$ cat src/hdl/assert_macros.svh
// Assertion helpers shared by the RTL of the tone to hue/saturation unit.
// Expects a clock named clk and an active high synchronous reset named rst.
`ifndef ASSERT_MACROS_SVH
`define ASSERT_MACROS_SVH

// Checked outside reset only.
`define XYHS_ASSERT(label, prop, msg) \
  label: assert property (@(posedge clk) disable iff (rst) prop) else $error(msg);

// Checked on every edge, reset included.
`define XYHS_ASSERT_ALWAYS(label, prop, msg) \
  label: assert property (@(posedge clk) prop) else $error(msg);

`endif

$ cat src/hdl/xyhs_pkg.sv
// Types, constants and step functions for the tone to hue/saturation unit.
// No dependencies; used by every module of the block.
package xyhs_pkg;

  localparam logic [29:0] COS30_Q30       = 30'd929887697;
  localparam logic [31:0] RESET_DEAD_ZONE = 32'd107374;
  localparam logic [16:0] HUE_MAX         = 17'd131071;
  localparam logic [3:0]  CNT_HALF        = 4'd6;
  localparam logic [3:0]  CNT_QUARTER     = 4'd3;
  localparam int          TURNS           = 3;

  localparam int ISQ_STAGES = 8;   // two root bits per stage
  localparam int NUM_W      = 54;
  localparam int DEN_W      = 36;
  localparam int QUO_W      = 18;
  localparam int DIV_STAGES = 1 + QUO_W / 2;

  typedef struct packed {
    logic [17:0] rem;
    logic [15:0] root;
  } isq_t;

  typedef struct packed {
    logic [DEN_W-1:0] rem;
    logic [QUO_W-1:0] quo;
  } dv_t;

  // Vector after folding, carried alongside the root computation.
  typedef struct packed {
    logic [31:0] ux;
    logic [31:0] uy;
    logic [3:0]  cnt;
    logic        zero;
  } fold_t;

  typedef struct packed {
    logic [15:0] sat;
    logic        zero;
  } div_aux_t;

  function automatic isq_t isq_step(isq_t s, logic [1:0] d);
    logic [19:0] r;
    logic [19:0] t;
    isq_t        o;
    r = {s.rem, d};
    t = {2'b00, s.root, 2'b01};
    if (r >= t) begin
      o.rem  = 18'(r - t);
      o.root = {s.root[14:0], 1'b1};
    end else begin
      o.rem  = r[17:0];
      o.root = {s.root[14:0], 1'b0};
    end
    return o;
  endfunction

  function automatic dv_t div_step(dv_t s, logic b, logic [DEN_W-1:0] d);
    logic [DEN_W:0] t;
    dv_t            o;
    t = {s.rem, b};
    if (t >= {1'b0, d}) begin
      o.rem = DEN_W'(t - {1'b0, d});
      o.quo = {s.quo[QUO_W-2:0], 1'b1};
    end else begin
      o.rem = t[DEN_W-1:0];
      o.quo = {s.quo[QUO_W-2:0], 1'b0};
    end
    return o;
  endfunction

endpackage

$ cat src/hdl/xyhs_div.sv
// Pipelined restoring divider: 54-bit numerator over 36-bit denominator,
// 18 quotient bits, two per stage, with an overflow flag. Depends on xyhs_pkg.
module xyhs_div #(
  parameter int AUX_W = 8
) (
  input  logic                       clk,
  input  logic                       rst,
  input  logic                       en,
  input  logic                       in_valid,
  input  logic [xyhs_pkg::NUM_W-1:0] in_num,
  input  logic [xyhs_pkg::DEN_W-1:0] in_den,
  input  logic [AUX_W-1:0]           in_aux,
  output logic                       out_valid,
  output logic [xyhs_pkg::QUO_W-1:0] out_quo,
  output logic                       out_ovf,
  output logic [AUX_W-1:0]           out_aux
);
  import xyhs_pkg::*;

  logic [DIV_STAGES-1:0] vld;
  dv_t                   st  [DIV_STAGES];
  logic [QUO_W-1:0]      lo  [DIV_STAGES];
  logic [DEN_W-1:0]      den [DIV_STAGES];
  logic                  ovf [DIV_STAGES];
  logic [AUX_W-1:0]      aux [DIV_STAGES];

  for (genvar g = 0; g < DIV_STAGES; g++) begin : g_stage
    logic pv;
    if (g == 0) begin : g_first
      assign pv = in_valid;
      // Upper numerator bits seed the remainder; a quotient that would not
      // fit in QUO_W bits shows up here.
      always_ff @(posedge clk) begin
        if (en) begin
          st[g].rem <= in_num[NUM_W-1:QUO_W];
          st[g].quo <= '0;
          lo[g]     <= in_num[QUO_W-1:0];
          den[g]    <= in_den;
          ovf[g]    <= (in_num[NUM_W-1:QUO_W] >= in_den);
          aux[g]    <= in_aux;
        end
      end
    end else begin : g_next
      assign pv = vld[g-1];
      always_ff @(posedge clk) begin
        if (en) begin
          st[g]  <= div_step(div_step(st[g-1], lo[g-1][QUO_W-1], den[g-1]),
                             lo[g-1][QUO_W-2], den[g-1]);
          lo[g]  <= {lo[g-1][QUO_W-3:0], 2'b00};
          den[g] <= den[g-1];
          ovf[g] <= ovf[g-1];
          aux[g] <= aux[g-1];
        end
      end
    end

    always_ff @(posedge clk) begin
      if (rst) begin
        vld[g] <= 1'b0;
      end else if (en) begin
        vld[g] <= pv;
      end
    end
  end

  assign out_valid = vld[DIV_STAGES-1];
  assign out_quo   = st[DIV_STAGES-1].quo;
  assign out_ovf   = ovf[DIV_STAGES-1];
  assign out_aux   = aux[DIV_STAGES-1];

endmodule

$ cat config.mk
export PLATFORM = sky130hd
export DESIGN_NAME = xyhs_div
export DESIGN_NICKNAME = d
export VERILOG_FILES = /design/src/hdl/assert_macros.svh /design/src/hdl/xyhs_pkg.sv /design/src/hdl/xyhs_div.sv
export SDC_FILE = /design/constraint.sdc
export NUM_CORES = 2
export LEC_CHECK = 0
export BUFFER_PORTS_ARGS = -buffer_cell sky130_fd_sc_hd__buf_2
export CAP_MARGIN = 30
export CORE_ASPECT_RATIO = 0.5
export CORE_UTILIZATION = 55
export CTS_CLUSTER_SIZE = 8
export DETAILED_ROUTE_END_ITERATION = 8
export HOLD_SLACK_MARGIN = 0.03
export PLACE_DENSITY = 0.77
export SYNTH_ARGS = -nofsm -noshare
export SYNTH_HDL_FRONTEND = slang
export SYNTH_SLANG_ARGS = --single-unit
$ cat constraint.sdc
create_clock -name clk -period 10.2 [get_ports clk]
set_clock_uncertainty 0.1 [all_clocks]
set_input_delay 1.02 -clock clk [delete_from_list [all_inputs] [get_ports clk]]
set_output_delay 1.02 -clock clk [all_outputs]
set_load 0.02 [all_outputs]
==> results.yml <==
yosys:
  synth_top_area_cell: "edfxtp_1"
  synthesis.area_mm2: 0.0684
  yosysTopAreaCellShare_pct: 40.3
  synth_commonest_cells: "edfxtp_1 (918), a21oi_1 (685), ha_1 (684), inv_1 (542), nor2_1 (441)"
  async_flop_share_pct: 0
  synth_nets: 7531
  synth_edf_count: 918
  ys_types: 98
  synth-main-ff-cell: "edfxtp_1"
  synthCells: 6728
  avgSynthCellArea_um2: 10.2
  synth_warnings: 0
  synth-seq-cells: 928
  yosys-top-cells-area: "edfxtp_1 (40%), ha_1 (13%), mux2_2 (5.7%), a21oi_1 (5.0%), xnor2_1 (4.7%)"
  yosysSeqAreaShare_pct: 40.6
  synthMostInstantiatedCell: "edfxtp_1"
place:
  placed_cells: 8405
  hpwl_um: 118000
  portBuffers: 129
  place_congestion: 0.983
  placed_area_mm2: 0.0708
critical_path:
  crit_path_max_incr_delay_ps: 740
  start_kind: "register"
  end_kind: "register"
  startpoint: "den[7][6]"
  crit_slowest_cell: "inv_2"
  reg2reg_from: "den[7][6]"
  worstSetupPathType: "reg2reg"
  crit_arrival_ps: 8310
  rrSetupSlack_ps: 2270
  required_ps: 10580
  cp_top_family: "compound AO/OA/AOI/OAI gates"
  cp.buffers_inverters: 3
  path_cells: "inv_1 -> ha_1 -> nand4_1 -> a21oi_1 -> o221ai_1 -> a21oi_1 -> a2111oi_2 -> o21a_1 -> o31a_1 -> inv_2 -> a21oi_1 -> ha_1 -> nor2b_1 -> o21bai_1 -> a211oi_1 -> nor3_1 -> nor4_1 -> o21a_1 -> nor2_1 -> o21ai_0 -> o21ai_0 -> o211ai_4 -> buf_4 -> mux2_2"
  crit_top_cell: "a21oi_1"
  crit_fanout: 54
timing:
  final-hold-violation-count: 0
  finalSetupViolations: 0
  rsz0062_at_grt: "no"
  setup_tns_ps: 0
  tightest_slew_ps: 1040
  hold_slack_ps: 300
  min_period_over_period_pct: 77.8
  fmax_ghz: 0.126
  drv_slew: 0
  relSlewSlack_pct: 30.1
  period_needed_ps: 7930
global_route:
  grt_pass1_vias: 48301
  grt_first_pass_wirelength_um: 246000
  antenna_found_initial: 0
  grt_use_total_pct: 24.2
  grt-ovfl-total: 0
  grt_max_degree: 167
clock_tree:
  insertion_delay_ps: 760
  clk_pin_slew_ps: 50
  cts_max_level: 4
  cts.sinks: 928
  postCtsResizedCells: 0
  cts_buffer_depth: 3
  cts_tree: "built"
  ctsHoldBuffers: 0
  root_buffer: "clkbuf_16"
  cts_setup_buffers: 0
  cts_inserted_buffers: 134
floorplanning:
  dieArea_mm2: 0.126
  die_y_um: 251
  core_mm2: 0.123
  start_util_pct: 55.5
  die_w_um: 501
  pin_count: 130
  std_cell_rows: 91
min_path:
  hold_class: "reg2reg"
  min_from: "lo[2][7]"
cells_and_area:
  finalNonFillerCells: 8567
  design_area_mm2: 0.0744
  nNetsFinal: 7671
  area_growth_pct: 8.77
  diodes: 0
  drive_gt1_share_pct: 11.0
run_status:
  status: "finished, final reports clean"
route:
  drt-initial-drc-count: 3540
  ant_nets: 0
  viasPerCell: 5.86
  drc_errors: 0
  num_vias: 50198
  wl_um: 153000
  wl_per_cell_um: 17.9
  drt-pass1-iter-count: 8
job:
  maxCapViolCount: 0
## layout by cell type (no fill, tap or decap), types with 18 or more instances in the layout
| cell | count |
|---|---|
| nand2_1 | 393 |
| nor2_1 | 441 |
| o211ai_1 | 32 |
| nand3_1 | 135 |
| nand4_1 | 86 |
| a211oi_1 | 61 |
| a211o_1 | 19 |
| mux2_2 | 347 |
| a221oi_1 | 24 |
| nand2b_1 | 62 |
| o31ai_1 | 41 |
| buf_4 | 22 |
| nor2b_1 | 58 |
| inv_1 | 542 |
| nor4_1 | 26 |
| and3_1 | 58 |
| xor2_1 | 163 |
| a21boi_0 | 27 |
| xnor2_1 | 366 |
| a21o_1 | 358 |
| mux2_4 | 27 |
| ha_1 | 684 |
| or3_1 | 18 |
| o21ai_0 | 329 |
| o21a_1 | 79 |
| or2_2 | 24 |
| buf_2 | 128 |
| clkbuf_16 | 136 |
| o21bai_1 | 88 |
| edfxtp_1 | 918 |
| nor3_1 | 89 |
| a21oi_1 | 685 |
| a31oi_1 | 53 |
| and2_1 | 28 |
| mux2i_1 | 34 |
## logic make-up (layout without fill, tap and decap cells)
kind of cell	Yosys count	after routing	synth area share, %
AOI/OAI and AO/OA	1989	1989	18.6
and+or+nand+nor	1477	1477	10.2
DFF	928	928	40.6
adders and majority gates	701	701	13.0
buffers and inverters	696	861	4.00
xor gates and xnor gates	529	529	6.77
muxes	408	408	6.80
## stage by stage
stage / utilization (%) / worst slack [ps]
after CTS: 60.3 / 2230
final: 60.3 / 2270
after global placement: 57.4 / 2180
after global routing: 60.3 / 1770
after floorplan: - / 3700
after detailed placement: 57.4 / 2310
## path summary, 6_finish.rpt
kind | endpoint | cells after the start
hold / removal | lo[3][9] | 0
setup / recovery | st[8][19] | 24
hold reg to reg | lo[3][9] | 0
setup reg to reg | st[8][19] | 24
## routing by layer
layer / vias to the layer above / GRT usage, % / wire length, µm
met3: 296 / 2.95 / 6630
met1: 23323 / 32.1 / 71000
met2: 1289 / 39.9 / 69400
met5: - / 0 / 0
li1: 25290 / - / -
met4: 0 / 10.6 / 5910
## cell type report
cell class | instances | area [µm²]
Clock inverter | 11 | 134
Tap cell | 1674 | 2090
Sequential cell | 928 | 27800
Clock buffer | 150 | 3460
Multi-Input combinational cell | 5104 | 38000
Inverter | 544 | 2040
Fill cell | 10221 | 48900
Timing Repair Buffer | 156 | 928
## worst register-to-register path, delay by kind of cell, from the launching register on
family,cells,cell delay (ps)
compound gates,13,3440
buf+inv,3,1290
simple gates,5,1280
fa+ha+maj,2,710
mux,1,430
flops,1,410
## flip-flops by register name, indices dropped and copies added, names as in the netlist
signal	flops
aux	80
den	324
g_stage.pv	9
lo	90
out_valid	1
ovf	10
st	414
Power is not shown: default switching activity piles up to over one toggle a cycle in this logic, so the estimate is an artifact.
