## src/hdl/assert_macros.svh

```systemverilog
// Assertion helpers shared by the RTL of the tone to hue/saturation unit.
// Expects a clock named clk and an active high synchronous reset named rst.
`ifndef ASSERT_MACROS_SVH
`define ASSERT_MACROS_SVH

// Checked outside reset only.
`define XYHS_ASSERT(label, prop, msg) \
  label: assert property (@(posedge clk) disable iff (rst) prop) else $error(msg);

// Checked on every edge, reset included.
`define XYHS_ASSERT_ALWAYS(label, prop, msg) \
  label: assert property (@(posedge clk) prop) else $error(msg);

`endif

```

## src/hdl/xyhs_pkg.sv

```systemverilog
// Types, constants and step functions for the tone to hue/saturation unit.
// No dependencies; used by every module of the block.
package xyhs_pkg;

  localparam logic [29:0] COS30_Q30       = 30'd929887697;
  localparam logic [31:0] RESET_DEAD_ZONE = 32'd107374;
  localparam logic [16:0] HUE_MAX         = 17'd131071;
  localparam logic [3:0]  CNT_HALF        = 4'd6;
  localparam logic [3:0]  CNT_QUARTER     = 4'd3;
  localparam int          TURNS           = 3;

  localparam int ISQ_STAGES = 8;   // two root bits per stage
  localparam int NUM_W      = 54;
  localparam int DEN_W      = 36;
  localparam int QUO_W      = 18;
  localparam int DIV_STAGES = 1 + QUO_W / 2;

  typedef struct packed {
    logic [17:0] rem;
    logic [15:0] root;
  } isq_t;

  typedef struct packed {
    logic [DEN_W-1:0] rem;
    logic [QUO_W-1:0] quo;
  } dv_t;

  // Vector after folding, carried alongside the root computation.
  typedef struct packed {
    logic [31:0] ux;
    logic [31:0] uy;
    logic [3:0]  cnt;
    logic        zero;
  } fold_t;

  typedef struct packed {
    logic [15:0] sat;
    logic        zero;
  } div_aux_t;

  function automatic isq_t isq_step(isq_t s, logic [1:0] d);
    logic [19:0] r;
    logic [19:0] t;
    isq_t        o;
    r = {s.rem, d};
    t = {2'b00, s.root, 2'b01};
    if (r >= t) begin
      o.rem  = 18'(r - t);
      o.root = {s.root[14:0], 1'b1};
    end else begin
      o.rem  = r[17:0];
      o.root = {s.root[14:0], 1'b0};
    end
    return o;
  endfunction

  function automatic dv_t div_step(dv_t s, logic b, logic [DEN_W-1:0] d);
    logic [DEN_W:0] t;
    dv_t            o;
    t = {s.rem, b};
    if (t >= {1'b0, d}) begin
      o.rem = DEN_W'(t - {1'b0, d});
      o.quo = {s.quo[QUO_W-2:0], 1'b1};
    end else begin
      o.rem = t[DEN_W-1:0];
      o.quo = {s.quo[QUO_W-2:0], 1'b0};
    end
    return o;
  endfunction

endpackage

```

## src/hdl/xyhs_isqrt.sv

```systemverilog
// Pipelined integer square root of a 32-bit value, two result bits per stage.
// Depends on xyhs_pkg; carries a side payload of AUX_W bits along.
module xyhs_isqrt #(
  parameter int AUX_W = 8
) (
  input  logic             clk,
  input  logic             rst,
  input  logic             en,
  input  logic             in_valid,
  input  logic [31:0]      in_rad,
  input  logic [AUX_W-1:0] in_aux,
  output logic             out_valid,
  output logic [15:0]      out_root,
  output logic [AUX_W-1:0] out_aux
);
  import xyhs_pkg::*;

  logic [ISQ_STAGES-1:0] vld;
  logic [31:0]           rad [ISQ_STAGES];
  isq_t                  st  [ISQ_STAGES];
  logic [AUX_W-1:0]      aux [ISQ_STAGES];

  for (genvar g = 0; g < ISQ_STAGES; g++) begin : g_stage
    logic             pv;
    logic [31:0]      prad;
    isq_t             pst;
    logic [AUX_W-1:0] paux;

    if (g == 0) begin : g_first
      assign pv   = in_valid;
      assign prad = in_rad;
      assign pst  = '0;
      assign paux = in_aux;
    end else begin : g_next
      assign pv   = vld[g-1];
      assign prad = rad[g-1];
      assign pst  = st[g-1];
      assign paux = aux[g-1];
    end

    always_ff @(posedge clk) begin
      if (rst) begin
        vld[g] <= 1'b0;
      end else if (en) begin
        vld[g] <= pv;
      end
    end

    always_ff @(posedge clk) begin
      if (en) begin
        rad[g] <= {prad[27:0], 4'b0000};
        st[g]  <= isq_step(isq_step(pst, prad[31:30]), prad[29:28]);
        aux[g] <= paux;
      end
    end
  end

  assign out_valid = vld[ISQ_STAGES-1];
  assign out_root  = st[ISQ_STAGES-1].root;
  assign out_aux   = aux[ISQ_STAGES-1];

endmodule

```

## config.mk

```make
export PLATFORM = sky130hd
export DESIGN_NAME = xyhs_isqrt
export DESIGN_NICKNAME = d
export VERILOG_FILES = /design/src/hdl/assert_macros.svh /design/src/hdl/xyhs_pkg.sv /design/src/hdl/xyhs_isqrt.sv
export SDC_FILE = /design/constraint.sdc
export NUM_CORES = 1
export LEC_CHECK = 0
export BUFFER_PORTS_ARGS = -buffer_cell sky130_fd_sc_hd__buf_2
export CAP_MARGIN = 20
export CORE_MARGIN = 5
export CORE_UTILIZATION = 25
export CTS_CLUSTER_DIAMETER = 120
export CTS_CLUSTER_SIZE = 14
export DETAILED_ROUTE_END_ITERATION = 10
export GPL_TIMING_DRIVEN = 1
export MAX_ROUTING_LAYER = met4
export PLACE_DENSITY = 0.48
export SETUP_SLACK_MARGIN = 0.2
export SYNTH_ARGS = -nofsm -noshare
export SYNTH_HDL_FRONTEND = slang
export SYNTH_SLANG_ARGS = --single-unit
```

## constraint.sdc

```tcl
create_clock -name clk -period 4.6 [get_ports clk]
set_clock_uncertainty 0.15 [all_clocks]
set_input_delay 1.38 -clock clk [delete_from_list [all_inputs] [get_ports clk]]
set_output_delay 1.38 -clock clk [all_outputs]
set_load 0.03 [all_outputs]
```

==> summary.log, run 1 <==
[status] result of the run finished clean
[setup_path] arrival time at the worst endpoint 4610 ps
[yosys] Top FF cell, synth sky130_fd_sc_hd__edfxtp_1
[setup_path] sum of buffers and inverters on the critical path 3
[timing] highest achievable clock rate 0.2261 GHz
[routing] vias post-DR 15505
[timing] final cycle utilization of the critical path 0.9616
[clocking] TritonCTS clock tree done
[yosys] share of synthesized area occupied by flip-flops and latches 0.5248
[timing] Fin. Hold Viols 0
[yosys] ranking of synthesized cells by area sky130_fd_sc_hd__edfxtp_1, sky130_fd_sc_hd__ha_1, sky130_fd_sc_hd__xnor2_1
[setup_path] Setup Crit Path Kind reg -> reg
[timing] transition at the pin with the smallest max-transition slack 791.6 ps
[setup_path] launch point of the worst reg-to-reg path st[1][25]$_DFFE_PP_
[placed_design] HPWL reported at the end of detailed placement 38990 microns
[setup_path] worst setup slack for register-to-register paths 180 ps
[yosys] average size of a mapped cell 11.15 sq um
[floorplanning] total core area 0.08475 sq mm
[layout] share of cells above drive strength 1 0.2946
[power_and_ir_drop] Leakage Power 0.01089 uW
[min_path] sink of the worst hold path rad[6][25]$_DFFE_PP_
[yosys] asr flop ratio synth 0
[clocking] CTS HTree Levels 1
[setup_path] endpoint kind of the worst setup timing path register
[floorplanning] floorplan die area 0.09092 sq mm
[routing] Final ANT Viol Nets 0
[yosys] number of synthesized register bits 374
[timing] final setup slack of the worst path 176.7 ps
[yosys] largest area contributor in the synthesized netlist sky130_fd_sc_hd__edfxtp_1
[setup_path] depth of the critical timing path with buffers and inverters included 18
[timing] Final Critical Period 4423 ps
[min_path] Worst Hold Launch rad[5][21]$_DFFE_PP_
[placed_design] number of buffers inserted by port buffering 68
[placed_design] Routability Congestion 0.8861
[setup_path] crit-path max cell delay 460 ps
[routing] Remaining DRCs 0
[layout] NumNets Final 2478
[global_routing] wire length of the first global-routing pass 82480 microns
[routing] wire length per cell 15.16 microns
[timing] normalized max-slew margin 0.4722
[floorplanning] die span in x 301.5 microns
[global_routing] global router's overall resource usage 0.1135
[timing] RSZ-0062 raised after global routing true
[routing] number of vias per cell after detailed routing 4.503
[timing] count of endpoints failing setup in the final report 0
[clocking] clock insertion delay at the later pin of the skew report 610 ps
[setup_path] cell chain of the critical path ha_4 > nand4_1 > nor4_4 > nor2_1 > o211ai_1 > buf_4 > buf_8 > nor2_4 > a21oi_2 > ha_1 > nand4_1 > nor3_2 > a41oi_2 > o211ai_1 > a2111o_1 > or3_4 > buf_12 > mux2_4
[layout] area growth from synthesis to layout 30.06%
[global_routing] number of global-route vias before repair 15736
[min_path] Hold Path Class reg -> reg
[setup_path] kind of cell adding the most delay to the critical path simple AND/OR/NAND/NOR gates
[routing] first-pass iteration count of the detailed router 5
[yosys] EDFF count, synth 366
[global_routing] number of antenna violations at the first check in global routing 1
[clocking] clock sink total 374
[routing] routed wire length 52180 microns
[clocking] register clock-pin slew on the reported worst setup and hold paths 70 ps
[clocking] buffer depth of the longest clock path 3
[routing] DR iter-0 viols 745
[setup_path] startpoint class of the critical path register
[clocking] count of hold buffers inserted by post-cts repair 0
[clocking] Clock Root Buffer sky130_fd_sc_hd__clkbuf_16
[floorplanning] height of the die 301.5 microns
[yosys] post-synth design cell area 0.02125 sq mm
[flow_run] max_cap viols 0
[power_and_ir_drop] IR drop worst, VDD 309.5 uV
[min_path] number of cells on the worst hold path 0
[yosys] Syn. warnings 0
[yosys] count of different cell masters after synthesis 96
[setup_path] data required time at the worst endpoint 4790 ps
[floorplanning] std cell rows 107
[yosys] area share of the largest cell type after synthesis 0.5173
[placed_design] Cell Area, Placed 0.02480 sq mm
[setup_path] critical path's slowest cell sky130_fd_sc_hd__or3_4
[setup_path] Reg-to-Reg End st[1][61]$_DFFE_PP_
[yosys] cell count after synthesis 1905
[clocking] number of buffers added by the clock tree synthesis step 30
[timing] max-slew violation count 0
[global_routing] total global routing overflow 0
[placed_design] setup slack after placement -113.6 ps
[timing] Worst Hold Slack 259.7 ps
[layout] Final Cell Area 0.02764 sq mm
[floorplanning] Starting Density 0.2507
[floorplanning] top-level I/O count 69
[setup_path] critical path peak fanout 5
[global_routing] pin count of the biggest net entering global routing 97
[setup_path] reg2reg path depth 18
[power_and_ir_drop] P per Cell Area 437.6 mW/mm^2
state kept, by name, summed over array words and instances, names as in the netlist:
| register | cells |
|---|---|
| st | 190 |
| g_stage.pv | 7 |
| aux | 64 |
| out_valid | 1 |
| rad | 112 |
worst max path at each step:
stage | slack, ps | startpoint | end
global placement | -90 | st[1][40]$_DFFE_PP_ | st[1][97]$_DFFE_PP_
global route | 7 | st[1][25]$_DFFE_PP_ | st[1][53]$_DFFE_PP_
floorplan | 90 | st[0][102]$_DFFE_PP_ | st[1][32]$_DFFE_PP_
finish | 180 | st[1][25]$_DFFE_PP_ | st[1][61]$_DFFE_PP_
CTS | 150 | st[1][50]$_DFFE_PP_ | st[1][92]$_DFFE_PP_
detailed placement | -110 | st[0][103]$_DFFE_PP_ | st[1][18]$_DFFE_PP_
through the flow:
step	power, uW	util	TNS [ps]	instances
6_report	12090	0.3261	0	3443
5_1_grt	12920	0.3261	0	3443
4_1_cts	11890	0.3116	0	3385
3_5_place_dp	9119	0.2926	-563.9	3297
3_3_place_gp	9083	0.2926	-424.8	3297
2_1_floorplan	7615	-	0	1906
cells in the mapped netlist (all sizes together) (10+ instances only):
master  count
nor2      169
inv       137
o21bai     12
o211ai     14
nor4       20
xnor2     101
nand3      45
a21o       46
a211oi     10
nor3       38
o21ai      89
ha        149
nand2b     17
nand4      30
nor2b      25
or3        14
mux2i      21
or2        13
xor2       72
nand2     131
buf        24
clkbuf     16
edfxtp    366
nor3b      11
and2       10
mux2       17
a21oi     146
o21a       25
cell families after synthesis:
group / synth area share
xor gates and xnor gates: 0.07131
AOI/OAI and AO/OA: 0.1267
other: 0.0001765
adders and majority gates: 0.08774
and+or+nand+nor: 0.1351
DFF: 0.5248
buffers and inverters: 0.03474
muxes: 0.01943
where the power goes:
group          switching [uW]  leakage [uW]  internal (uW)
Sequential                340       0.00357           4370
Clock                    1210      0.000406           1250
Combinational            2520       0.00691           2410
Total                    4060        0.0109           8030
repair_timing:
action / 4_1_cts / 5_1_grt
setup endpoints to repair: 79 / 98
resized for setup: 83 / 176
gates cloned: 5 / 2
setup buffers: 38 / 55
pin swaps: 35 / 84
cell type report:
cell class	instances	area, sq um
Clock inverter	2	46.29
Antenna cell	1	2.502
Inverter	139	539.3
Timing Repair Buffer	386	3040
Multi-Input combinational cell	1354	10630
Tap cell	1144	1431
Fill cell	8548	57110
Clock buffer	43	799.5
Sequential cell	374	11150
layout by cell type, fill, tap and decap left out, types with 13 or more instances in the layout:
master | Yosys | layout
sky130_fd_sc_hd__buf_2 | 10 | 67
sky130_fd_sc_hd__clkbuf_16 | 0 | 32
sky130_fd_sc_hd__mux2_2 | 15 | 13
sky130_fd_sc_hd__inv_2 | 3 | 21
sky130_fd_sc_hd__o21ai_0 | 85 | 62
sky130_fd_sc_hd__nor2b_1 | 25 | 19
sky130_fd_sc_hd__a21oi_2 | 0 | 29
sky130_fd_sc_hd__a21oi_1 | 146 | 111
sky130_fd_sc_hd__ha_4 | 0 | 31
sky130_fd_sc_hd__inv_1 | 134 | 114
sky130_fd_sc_hd__buf_6 | 3 | 20
sky130_fd_sc_hd__ha_1 | 149 | 110
sky130_fd_sc_hd__nor4_1 | 19 | 15
sky130_fd_sc_hd__o21a_1 | 25 | 25
sky130_fd_sc_hd__o21ai_1 | 4 | 17
sky130_fd_sc_hd__xor2_1 | 72 | 71
sky130_fd_sc_hd__buf_4 | 8 | 282
sky130_fd_sc_hd__nor2_4 | 1 | 16
sky130_fd_sc_hd__nand3_1 | 44 | 40
sky130_fd_sc_hd__edfxtp_1 | 366 | 366
sky130_fd_sc_hd__nand4_1 | 30 | 30
sky130_fd_sc_hd__nor2_2 | 2 | 14
sky130_fd_sc_hd__clkbuf_1 | 16 | 13
sky130_fd_sc_hd__o211ai_1 | 13 | 13
sky130_fd_sc_hd__a21o_1 | 46 | 46
sky130_fd_sc_hd__nor3_1 | 37 | 34
sky130_fd_sc_hd__nor2_1 | 166 | 139
sky130_fd_sc_hd__nand2_1 | 129 | 123
sky130_fd_sc_hd__xnor2_1 | 101 | 98
sky130_fd_sc_hd__mux2i_1 | 20 | 19
sky130_fd_sc_hd__nand2b_1 | 17 | 15
per-layer routing:
layer | share of wire | GRT usage | vias up
met3 | 0.035 | 0.01677 | 111
met1 | 0.42 | 0.1322 | 7386
met2 | 0.51 | 0.2008 | 264
met5 | 0 | - | -
met4 | 0.041 | 0.03886 | 0
li1 | - | - | 7744
Power figures use the tool's default switching activity.
==> run 2, diff against run 1 <==
Settings changed: CORE_MARGIN 5 to not set.
==> run 2 against run 1 <==
  * Total power grew 1.7%
  * Register-to-register slack lost 30 ps
  * Global-route usage grew 1.0 points
  * Largest power group unchanged
  * Critical endpoint is now st[1][62]$_DFFE_PP_
==> summary.log, run 2 (synthesized netlist as in run 1, its figures left out) <==
[layout] share of cells above drive strength 1 0.3185 [+0.02391]
[placed_design] Routability Congestion 0.8902 [+0.46%]
[placed_design] HPWL reported at the end of detailed placement 39250 microns [+0.66%]
[layout] number of flip-flops under the largest register name 190 [unchanged]
[timing] Final Critical Period 4453 ps [+29.35 ps]
[setup_path] crit-path max cell delay 460 ps [about the same]
[power_and_ir_drop] total design power 12300 uW [+1.7%]
[clocking] CTS HTree Levels 1 [unchanged]
[timing] final setup slack of the worst path 147.3 ps [-29.35 ps]
[floorplanning] die span in x 293.5 microns [-2.7%]
[clocking] register clock-pin slew on the reported worst setup and hold paths 80 ps [about the same]
[routing] Final ANT Viol Nets 0 [unchanged]
[timing] highest achievable clock rate 0.2246 GHz [-0.66%]
[setup_path] critical path peak fanout 10 [+5]
[placed_design] setup slack after placement -194.5 ps [-80.96 ps]
[floorplanning] height of the die 293.5 microns [-2.7%]
[timing] transition at the pin with the smallest max-transition slack 810.3 ps [+18.66 ps]
[timing] final cycle utilization of the critical path 0.9680 [+0.006380]
[layout] Most flops, register st
[flow_run] max_cap viols 0 [unchanged]
[global_routing] wire length of the first global-routing pass 83630 microns [+1.4%]
[routing] Post-Route M1 WL 22840 microns [+4.9%]
[setup_path] endpoint kind of the worst setup timing path register
[power_and_ir_drop] Leakage Power 0.01112 uW [+2.1%]
[clocking] TritonCTS clock tree done
[setup_path] data required time at the worst endpoint 4800 ps [about the same]
[routing] Remaining DRCs 0 [unchanged]
[routing] DR iter-0 viols 808 [+8.5%]
[power_and_ir_drop] IR drop worst, VDD 317.0 uV [+2.4%]
[clocking] number of buffers added by the clock tree synthesis step 31 [+3.3%]
[layout] most common cell after layout, fill and taps aside sky130_fd_sc_hd__edfxtp_1
[routing] highest routing layer actually used met4
[status] result of the run finished clean
[clocking] Clock Root Buffer sky130_fd_sc_hd__clkbuf_16
[layout] area growth from synthesis to layout 32.56%
[layout] biggest regs st (190), rad (112), aux (64)
[routing] routed wire length 53280 microns [+2.1%]
[floorplanning] Starting Density 0.2535 [+0.002766]
[setup_path] Setup Crit Path Kind reg -> reg
[floorplanning] top-level I/O count 69 [unchanged]
[clocking] clock sink total 374 [unchanged]
[timing] count of endpoints failing setup in the final report 0 [unchanged]
[routing] first-pass iteration count of the detailed router 5 [unchanged]
[setup_path] cell chain of the critical path ha_4 > nand4_1 > nor4_2 > nor2_1 > o211ai_1 > buf_4 > buf_8 > nor2_1 > nor2_1 > ha_1 > nand4_1 > nor3_2 > a41oi_2 > o211ai_1 > a2111o_1 > or3_4 > buf_12 > mux2_4
[global_routing] global router's overall resource usage 0.1235 [+0.009982]
[setup_path] kind of cell adding the most delay to the critical path simple AND/OR/NAND/NOR gates
[layout] total inserted antenna cells 0 [-1]
[setup_path] sum of buffers and inverters on the critical path 3 [unchanged]
[placed_design] Cell Area, Placed 0.02498 sq mm [+0.74%]
[setup_path] startpoint class of the critical path register
[routing] met3 wirelength from detailed routing 1624 microns [-11%]
[global_routing] number of antenna violations at the first check in global routing 0 [-1]
[floorplanning] std cell rows 106 [-0.93%]
[timing] Fin. Hold Viols 0 [unchanged]
[routing] wire length per cell 15.34 microns [+1.2%]
[layout] NumNets Final 2517 [+1.6%]
[global_routing] total global routing overflow 0 [unchanged]
[routing] met2 wire len 27410 microns [+3.6%]
[layout] Final Cell Area 0.02817 sq mm [+1.9%]
[placed_design] number of buffers inserted by port buffering 68 [unchanged]
[routing] number of vias per cell after detailed routing 4.547 [+0.97%]
[clocking] buffer depth of the longest clock path 3 [unchanged]
[timing] RSZ-0062 raised after global routing true
[setup_path] worst setup slack for register-to-register paths 150 ps [-30 ps]
[floorplanning] floorplan die area 0.08616 sq mm [-5.2%]
[min_path] Hold Path Class reg -> reg
[global_routing] pin count of the biggest net entering global routing 80 [-18%]
[floorplanning] total core area 0.08382 sq mm [-1.1%]
[routing] vias post-DR 15792 [+1.9%]
[clocking] count of hold buffers inserted by post-cts repair 0 [unchanged]
[setup_path] most common cell type on the critical path sky130_fd_sc_hd__nor2_1
[clocking] clock insertion delay at the later pin of the skew report 610 ps [about the same]
[timing] normalized max-slew margin 0.4598 [-0.01244]
[global_routing] number of global-route vias before repair 15875 [+0.88%]
[setup_path] critical path's slowest cell sky130_fd_sc_hd__edfxtp_1
[setup_path] arrival time at the worst endpoint 4650 ps [+40 ps]
[power_and_ir_drop] P per Cell Area 436.7 mW/mm^2 [-0.19%]
[layout] most used cells in the layout excluding fill and tap cells sky130_fd_sc_hd__edfxtp_1, sky130_fd_sc_hd__buf_4, sky130_fd_sc_hd__nor2_1, sky130_fd_sc_hd__nand2_1, sky130_fd_sc_hd__inv_1
[timing] max-slew violation count 0 [unchanged]
[run 2: changes by cell type in the layout (fill, tap and decap cells not counted), sizes merged]
cell	change
clkinvlp	+3
inv	+1
bufinv	-1
or3	+1
diode	-1
buf	+38
clkbuf	-1
[run 2: cell type report]
class / count / area [sq um]
tap: 1134 / 1419
inverter: 139 / 541.8
clock buffer: 44 / 824.5
multi-input combinational: 1355 / 10900
sequential: 374 / 11150
clock inverter: 4 / 32.53
timing repair inverter: 1 / 6.256
timing repair buffer: 422 / 3288
fill: 8425 / 55650
[run 2: metrics by stage]
| step | util | instances | TNS, ps | hold slack (ps) |
|---|---|---|---|---|
| floorplan | - | 1906 | 0 | 250.3 |
| global placement | 0.2980 | 3313 | -3076 | 250.4 |
| detailed placement | 0.2980 | 3313 | -2847 | 254.5 |
| CTS | 0.3212 | 3418 | 0 | 263.0 |
| global route | 0.3360 | 3473 | -261.2 | 270.3 |
| finish | 0.3360 | 3473 | 0 | 262.2 |
[run 2: path summary, 6_finish.rpt]
path / from / endpoint / cells after the start
worst max register to register: st[1][22]$_DFFE_PP_ / st[1][62]$_DFFE_PP_ / 18
worst min-delay path: rad[2][21]$_DFFE_PP_ / rad[3][25]$_DFFE_PP_ / 0
worst max-delay path: st[1][22]$_DFFE_PP_ / st[1][62]$_DFFE_PP_ / 18
worst min register to register: rad[2][21]$_DFFE_PP_ / rad[3][25]$_DFFE_PP_ / 0
[run 2: where the power goes]
| part | internal, uW | leakage [uW] | total (uW) | switching (uW) |
|---|---|---|---|---|
| Combinational | 2480 | 0.00714 | 5110 | 2630 |
| Sequential | 4370 | 0.00357 | 4730 | 358 |
| Clock | 1230 | 0.000407 | 2460 | 1230 |
[run 2: routing by layer]
layer | vias to the layer above | GRT usage
li1 | 7843 | -
met1 | 7639 | 0.1444
met2 | 234 | 0.2207
met3 | 76 | 0.01445
met4 | 0 | 0.03697
met5 | - | -
[run 2: what timing repair did]
item | 4_1_cts | 5_1_grt
buffers inserted | 51 | 55
endpoints found under the setup margin | 79 | 106
pin swaps | 48 | 94
resized for setup | 125 | 172
gates cloned | 6 | 0
